**src/sv/plac_pkg.sv**
```systemverilog
// ----------------------------------------------------------------------------
// plac_pkg
// Shared types and constants for the point light lightmap accumulator.
// ----------------------------------------------------------------------------
package plac_pkg;

    localparam int MAP_SIDE_DEF = 16;
    localparam int COORD_W      = 20;
    localparam int SIZE_W       = 24;
    localparam int COLOR_W      = 9;
    localparam int CH_W         = 8;
    localparam int TEXEL_W      = 3 * CH_W;
    localparam int IDX_W        = 8;
    localparam int CFG_W        = 60;
    localparam int CFG_IDX_W    = 3;
    localparam int CUT_W        = 40;
    localparam int C_W          = 17;          // coverage, Q.16 up to 1.0
    localparam int DIV_STEPS    = 18;          // quotient bits 17..0
    localparam int FRAC_SHIFT   = 24;

    localparam logic [1:0] REQ_START = 2'd0;
    localparam logic [1:0] REQ_LIGHT = 2'd1;
    localparam logic [1:0] REQ_READ  = 2'd2;

    localparam logic [CFG_IDX_W-1:0] CFG_ORIGIN    = 3'd0;
    localparam logic [CFG_IDX_W-1:0] CFG_COL_STEP  = 3'd1;
    localparam logic [CFG_IDX_W-1:0] CFG_ROW_STEP  = 3'd2;
    localparam logic [CFG_IDX_W-1:0] CFG_MIN_LEVEL = 3'd3;
    localparam logic [CFG_IDX_W-1:0] CFG_CUTOFF    = 3'd4;

    localparam logic [CUT_W-1:0] CUTOFF_RESET = 40'd419430400;
    localparam logic [C_W-1:0]   C_ONE        = 17'd65536;

    typedef struct packed {
        logic [1:0]                req_type;
        logic signed [COORD_W-1:0] light_x;
        logic signed [COORD_W-1:0] light_y;
        logic signed [COORD_W-1:0] light_z;
        logic [SIZE_W-1:0]         light_size;
        logic [COLOR_W-1:0]        color_red;
        logic [COLOR_W-1:0]        color_green;
        logic [COLOR_W-1:0]        color_blue;
        logic [IDX_W-1:0]          texel_index;
    } in_item_t;

    typedef struct packed {
        logic [CH_W-1:0] red;
        logic [CH_W-1:0] green;
        logic [CH_W-1:0] blue;
        logic            lit;
        logic            light_used;
    } out_item_t;

    typedef enum logic [3:0] {
        ST_IDLE,
        ST_SQ,
        ST_SUM,
        ST_CHK,
        ST_DINIT,
        ST_DIV,
        ST_CSET,
        ST_MUL1,
        ST_MUL2,
        ST_WR,
        ST_RD,
        ST_RDW,
        ST_DONE
    } state_t;

    typedef struct packed {
        logic load;       // capture input item
        logic sq;         // square the three distance components
        logic sum;        // add squares into distance
        logic ram_rd;     // issue texel store read
        logic item_addr;  // address from the read item, else texel counter
        logic cap_old;    // capture texel store read data
        logic div_init;
        logic div_step;
        logic c_set;
        logic mul1;
        logic mul2;
        logic wr;         // write blended texel, step position
        logic next_row;
        logic set_used;
        logic set_lit;
        logic finish;     // load output register
    } cmd_t;

    typedef struct packed {
        logic [1:0] req;
        logic       in_range;
    } status_t;

endpackage

```
**src/sv/plac_ctrl.sv**
```systemverilog
// ----------------------------------------------------------------------------
// plac_ctrl
// Sequencer: cutoff test, texel sweep, divider steps and output handshake.
// ----------------------------------------------------------------------------
module plac_ctrl #(
    parameter int MAP_SIDE = plac_pkg::MAP_SIDE_DEF
) (
    input  logic                                  clk,
    input  logic                                  rst_n,
    input  logic                                  in_valid,
    output logic                                  in_ready,
    output logic                                  out_valid,
    input  logic                                  out_ready,
    input  plac_pkg::status_t                     status,
    output plac_pkg::cmd_t                        cmd,
    output logic [$clog2(MAP_SIDE*MAP_SIDE)-1:0]  tex_addr
);
    import plac_pkg::*;

    localparam int TEXELS = MAP_SIDE * MAP_SIDE;
    localparam int AW     = $clog2(TEXELS);
    localparam int CW     = $clog2(MAP_SIDE);
    localparam int DCW    = $clog2(DIV_STEPS);

    state_t          state_reg, state_next;
    logic            cut_reg, cut_next;
    logic [AW-1:0]   cnt_reg, cnt_next;
    logic [CW-1:0]   col_reg, col_next;
    logic [DCW-1:0]  dcnt_reg, dcnt_next;
    logic            ovalid_reg, ovalid_next;

    always_ff @(posedge clk or negedge rst_n)
    begin
        if (!rst_n)
        begin
            state_reg  <= ST_IDLE;
            cut_reg    <= 1'b0;
            cnt_reg    <= '0;
            col_reg    <= '0;
            dcnt_reg   <= '0;
            ovalid_reg <= 1'b0;
        end
        else
        begin
            state_reg  <= state_next;
            cut_reg    <= cut_next;
            cnt_reg    <= cnt_next;
            col_reg    <= col_next;
            dcnt_reg   <= dcnt_next;
            ovalid_reg <= ovalid_next;
        end
    end

    always_comb
    begin
        state_next  = state_reg;
        cut_next    = cut_reg;
        cnt_next    = cnt_reg;
        col_next    = col_reg;
        dcnt_next   = dcnt_reg;
        ovalid_next = ovalid_reg;
        cmd         = '0;
        in_ready    = 1'b0;

        if (ovalid_reg && out_ready)
        begin
            ovalid_next = 1'b0;
        end

        unique case (state_reg)
            ST_IDLE:
            begin
                in_ready = 1'b1;
                if (in_valid)
                begin
                    cmd.load = 1'b1;
                    case (status.req)
                        REQ_LIGHT:
                        begin
                            cut_next   = 1'b1;
                            state_next = ST_SQ;
                        end
                        REQ_READ:  state_next = ST_RD;
                        default:   state_next = ST_DONE;
                    endcase
                end
            end
            ST_SQ:
            begin
                cmd.sq     = 1'b1;
                cmd.ram_rd = !cut_reg;
                state_next = ST_SUM;
            end
            ST_SUM:
            begin
                cmd.sum     = 1'b1;
                cmd.cap_old = !cut_reg;
                state_next  = cut_reg ? ST_CHK : ST_DINIT;
            end
            ST_CHK:
            begin
                if (status.in_range)
                begin
                    cmd.set_used = 1'b1;
                    cut_next     = 1'b0;
                    cnt_next     = '0;
                    col_next     = '0;
                    state_next   = ST_SQ;
                end
                else
                begin
                    state_next = ST_DONE;
                end
            end
            ST_DINIT:
            begin
                cmd.div_init = 1'b1;
                dcnt_next    = '0;
                state_next   = ST_DIV;
            end
            ST_DIV:
            begin
                cmd.div_step = 1'b1;
                dcnt_next    = dcnt_reg + 1'b1;
                if (dcnt_reg == DCW'(DIV_STEPS - 1))
                begin
                    state_next = ST_CSET;
                end
            end
            ST_CSET:
            begin
                cmd.c_set  = 1'b1;
                state_next = ST_MUL1;
            end
            ST_MUL1:
            begin
                cmd.mul1   = 1'b1;
                state_next = ST_MUL2;
            end
            ST_MUL2:
            begin
                cmd.mul2   = 1'b1;
                state_next = ST_WR;
            end
            ST_WR:
            begin
                cmd.wr       = 1'b1;
                cmd.next_row = (col_reg == CW'(MAP_SIDE - 1));
                col_next     = cmd.next_row ? '0 : col_reg + 1'b1;
                cnt_next     = cnt_reg + 1'b1;
                if (cnt_reg == AW'(TEXELS - 1))
                begin
                    cmd.set_lit = 1'b1;
                    state_next  = ST_DONE;
                end
                else
                begin
                    state_next = ST_SQ;
                end
            end
            ST_RD:
            begin
                cmd.ram_rd    = 1'b1;
                cmd.item_addr = 1'b1;
                state_next    = ST_RDW;
            end
            ST_RDW:
            begin
                cmd.cap_old = 1'b1;
                state_next  = ST_DONE;
            end
            ST_DONE:
            begin
                if (!ovalid_reg || out_ready)
                begin
                    cmd.finish  = 1'b1;
                    ovalid_next = 1'b1;
                    state_next  = ST_IDLE;
                end
            end
            default: state_next = ST_IDLE;
        endcase
    end

    assign out_valid = ovalid_reg;
    assign tex_addr  = cnt_reg;

endmodule

```
**config.mk**
```make
export PLATFORM = sky130hd
export DESIGN_NAME = plac_ctrl
export DESIGN_NICKNAME = d
export VERILOG_FILES = /design/src/sv/plac_pkg.sv /design/src/sv/plac_ctrl.sv
export SDC_FILE = /design/constraint.sdc
export NUM_CORES = 1
export LEC_CHECK = 0
export ABC_AREA = 1
export BUFFER_PORTS_ARGS = -buffer_cell sky130_fd_sc_hd__buf_2
export CORE_ASPECT_RATIO = 0.5
export CORE_MARGIN = 2
export CORE_UTILIZATION = 48
export DETAILED_ROUTE_END_ITERATION = 10
export HOLD_SLACK_MARGIN = 0.02
export PLACE_DENSITY = 0.81
export RECOVER_POWER = 25
export SYNTH_ARGS = -nofsm -noshare
export SYNTH_HDL_FRONTEND = slang
export SYNTH_SLANG_ARGS = --single-unit
```
**constraint.sdc**
```tcl
create_clock -name clk -period 1.2 [get_ports clk]
set_clock_uncertainty 0.05 [all_clocks]
set_input_delay 0.06 -clock clk [delete_from_list [all_inputs] [get_ports clk]]
set_output_delay 0.06 -clock clk [all_outputs]
set_load 0.03 [all_outputs]
```
[After elaboration in Yosys (flattened, before gate mapping)]
Cells that the tools add are included.
Operators by class
  $add $sub $neg: 3
  equality and inequality tests: 22
  multiplexer cells: 41
  reduce and logical (&&, ||, !) cells: 11
Operators by type and width (number)
  4-bit one-hot mux with 13 select lines: 1
  4-bit two-way mux: 7
  4-bit == test, second input constant: 6
  1-bit two-way mux: 23
  4-bit by 3-bit == test with 1-bit output, second input constant: 4
  4-bit one-hot mux with 2 select lines: 2
  8-bit one-hot mux with 2 select lines: 1
  5-bit one-hot mux with 2 select lines: 1
  8-bit by 1-bit adder with 8-bit output, second input constant: 1
  4-bit by 2-bit == test with 1-bit output, second input constant: 2
  8-bit == test, second input constant: 1
  8-bit two-way mux: 1
  2-bit != test, second input constant: 4
  1-bit one-hot mux with 2 select lines: 3
  2-bit nonzero test: 3
  5-bit by 1-bit adder with 5-bit output, second input constant: 1
  5-bit == test, second input constant: 1
  4-bit by 1-bit adder with 4-bit output, second input constant: 1
  4-bit by 1-bit == test with 1-bit output, second input constant: 1
  4-bit zero test: 1
  4-bit AND reduction: 1
  3-bit two-way mux: 1
  3-bit AND reduction: 1
  2-bit by 1-bit == test with 1-bit output, second input constant: 1
  other kinds (7): 8
Storage, ports and cells
  flip-flop bits (word level): 23

[Longest topological paths before layout]
  depth in word-level cells: 4
  mapped depth: 9

[Least setup slack after synthesis]
No wires, ideal clock.
  path type: reg-to-output
  start: register state_reg[2]
  end: output cmd[12] (netlist bit)
  data arrival time: 1.631 ns
  setup slack: -0.541 ns
  cell stages (with the launch flop): 6
  buffers on the path: 0
  cells stage by stage: dfrtp_1 inv_2 nand2_2 nor2_1 nor2_1 nor2_1
RTL lines
  start: declaration: line plac_ctrl.sv:25  | state_t state_reg, state_next;
  start signal: assignment: line plac_ctrl.sv:45  | state_reg <= state_next;
  end: declaration: line plac_ctrl.sv:15  | output plac_pkg::cmd_t cmd,

[Final worst setup path]
  start: register state_reg[1]
  end: register state_reg[3]
Between the ends
  longest elaborated chain between the ends: 3
  elaborated cells between the ends (all ways): 18
RTL lines
  4-bit == test (tied with other cells): line plac_ctrl.sv:70  | unique case (state_reg)
  2-bit != test (no source line)
  3-bit AND reduction (no source line)
Parallel ways exist; a longest one is shown, timed or not.
A chain may end at the register's enable or synchronous reset.

==> summary.md <==
| Metric | Value |
|---|---|
| Largest net degree at the start of global routing | 24 |
| VDD IR-drop max | 1.72 mV |
| CP bufs+invs | 3 |
| First-pass DRT Iterations | 5 |
| Dpl ws | -0.197 ns |
| Row count | 14 |
| Xor/xnor share of the synthesized area | 2.36% |
| Skew-Pair Late Insertion Delay | 0.30 ns |
| Clock tree buffer depth | 2 |
| Worst Path Arrival | 1.83 ns |
| DRC violation total after the first TritonRoute iteration | 174 |
| Worst setup SP type | register |
| Post-DP HPWL | 2970 µm |
| Switching pwr | 3.88 mW |
| Setup Total Neg Slack | -11.68 ns |
| Final worst slack | -0.511 ns |
| CORE AREA | 0.00298 mm² |
| Worst R2R Path Depth | 10 |
| Syn avg cell area | 7.35 µm² |
| Internal Pwr Total | 3.61 mW |
| Async SR Flop Fraction | 100% |
| Hold Violations, Final | 0 |
| Tcrit/Tclk final | 143% |
| CTS tree | done |
| RSZ-0062 raised after global routing | yes |
| Sequential power share | 21.4% |
| Share of cells above drive strength 1 | 59.5% |
| Compound-Gate Fraction of Synth Area | 8.42% |
| Cell Pwr Density | 2800 mW/mm² |
| CTS clk-pin slew, worst paths | 0.10 ns |
| # port buffers | 32 |
| Max FO, Critical Path | 5 |
| Synth area leader | dfrtp_1 |
| HP Class | in2reg |
| Fill count | 111 |
| Final max-slew violation count | 0 |
| CP peak stage delay | 0.52 ns |
| Worst path depth | 10 |
| Synthesized area | 0.00149 mm² |
| Initial antenna violation count | 0 |
| Chip width | 82.7 µm |
| Synthesis Warnings | 0 |
| Outcome | finished with violations |
| DRC | 0 |
| Setup crit end kind | register |
| Largest family of logic cells by synthesized area | simple AND/OR/NAND/NOR gates |
| Via count | 1984 |
| Max reg flops | 8 |
| Number of I/O pins | 33 |
| Reg2Reg Setup Slack | -0.51 ns |
| Synth area leaders | dfrtp_1, nand2_1, nor2_1, ha_1, inv_1 |
| Count leader, synth | nand2_1 |
| Top delay family on crit path | simple AND/OR/NAND/NOR gates |
| Netlist cell types | 23 |
| Initial Util | 49.9% |
| Synth top area share | 38.8% |
| Switching share of power | 51.8% |
| CTS sink count | 23 |
| Seq cells post-synth | 23 |
| Max-cap violations | 0 |
| Failing checks | setup timing |
| Total Die Area | 0.00358 mm² |
| Crit path required time | 1.32 ns |
| Fin nets | 304 |
| Critical path class | reg2reg |
| H-tree depth | 1 |
| # diodes | 0 |
| FMAX | 584 MHz |
| Clock Tree Root | clkbuf_8 |
| Clock network power share | 7.5% |
| Prevailing post-synth register cell | dfrtp_1 |
| Die height | 43.3 µm |
| Rel. slew slack | 58.8% |
| DR WL/cell | 21.6 µm |
| Worst path slowest cell | dfrtp_2 |
| Synth cell count leaders | nand2_1, nor2_1, dfrtp_1, inv_1, nand3_1 |
| Post-synthesis mux area share | 0% |
| Post-synth EDFFs | 0 |
| Routability congestion estimate | 0.879 |
| Detailed Route WL | 7100 µm |
| LEAKAGE | 1.32 nW |
| CP cell instances | inv_4 -> nand2_8 -> buf_6 -> nor2_4 -> buf_6 -> nand2_4 -> nand2_4 -> nor2_4 -> nand2_1 -> nand2_1 |
| Simple-Gate Fraction of Synth Area | 35.6% |
| GRT Util Overall | 33.7% |
| Drt via density | 6.03 |
| Post-synthesis adder-cell area fraction | 5.90% |
| Cells after Synth | 202 |
| Seq/Total Area, Yosys | 38.8% |
| Period minus WS final | 1.71 ns |
| Gate power share | 71.1% |
| Final setup fails | 39 |
| Syn_nets | 216 |
| Routed Antenna Nets | 0 |
| Vias in the first global route | 1811 |
| Actual slew at the worst max-slew pin | 0.618 ns |
| Syn-to-layout area delta | 79.9% |
| Total grt overflow | 0 |
| Inserted Clock Buffers | 3 |
| Hold Path Depth | 3 |
| First-pass GRT wire length | 8890 µm |
## worst paths after layout
check,from,endpoint
max in group asynchronous,rst_n,state_reg[2]
setup reg to reg,state_reg[1],state_reg[3]
hold / removal,in_valid,cut_reg
hold reg to reg,col_reg[0],col_reg[0]
min in group asynchronous,rst_n,tex_addr[5]
setup / recovery,state_reg[1],state_reg[3]
## worst reg2reg max path, cell delays in order (launching register included)
cell and delay (ns):
dfrtp_2 0.52, inv_4 0.13, nand2_8 0.07, buf_6 0.13, nor2_4 0.12, buf_6 0.14
nand2_4 0.07, nand2_4 0.09, nor2_4 0.05, nand2_1 0.13, nand2_1 0.10
## area by class of cell
cell class,count,area (µm²),area share (%)
multi-input cells,146,1080,40.5
repair buffers,84,757,28.3
flip-flops and latches,23,588,22.0
inverters,32,146,5.48
well taps,40,50.0,1.87
clock buffers,3,41.3,1.54
clock inverters,1,7.51,0.281
## repair_timing
action / CTS / global route
endpoints found under the setup margin: 39 / 39
hold buffers: 2 / 0
buffers inserted: 13 / 11
resized for setup: 94 / 37
endpoints found under the hold margin: 24 / 0
gates cloned: 0 / 0
pin swaps: 18 / 10
## power groups by stage
stage / logic [mW] / clock network (mW) / registers (mW)
after CTS: 4.21 / 0.528 / 1.51
after floorplan: 1.77 / 0 / 1.71
final: 5.33 / 0.558 / 1.61
after detailed placement: 3.21 / 0 / 1.47
after global placement: 3.11 / 0 / 1.45
after global routing: 5.56 / 0.572 / 1.62
## stage by stage
stage / area (µm²) / util [%] / hold slack (ns) / power [mW] / instances
2_1_floorplan: 1560 / - / -0.286 / 3.47 / 202
3_3_place_gp: 1970 / 66.3 / 0.00584 / 4.56 / 300
3_5_place_dp: 1970 / 66.3 / 0.0199 / 4.68 / 300
4_1_cts: 2460 / 82.6 / 0.0563 / 6.25 / 319
5_1_grt: 2670 / 89.7 / 0.112 / 7.75 / 329
6_report: 2670 / 89.7 / 0.0749 / 7.49 / 329
## logic make-up after synthesis
logic type	after synthesis
AO/OA/AOI/OAI	21
XOR/XNOR	4
adder cells (fa/ha/maj)	7
buffers and inverters	33
flip-flops	23
AND/OR/NAND/NOR	114
## layout by cell type (no fill, tap or decap), drive strengths merged
cell	Yosys	layout
a21oi	5	5
a22o	2	2
clkinvlp	0	2
o22ai	4	4
o21bai	1	1
clkbuf	0	4
o21ai	7	7
nor3	2	2
inv	32	31
dfrtp	23	23
nand3	18	18
o31ai	2	2
nand2	52	52
ha	7	7
and3	2	2
nor2	40	40
dlygate4sd3	0	2
buf	1	81
xor2	4	4
## routing by layer
| metal | routed length [µm] | global-route usage [%] | vias to the layer above |
|---|---|---|---|
| met1 | 2620 | 42.3 | 918 |
| met5 | 0 | 0 | - |
| met2 | 3180 | 54.0 | 175 |
| li1 | - | - | 810 |
| met3 | 679 | 8.96 | 81 |
| met4 | 620 | 18.0 | 0 |
Power figures use the tool's default switching activity.
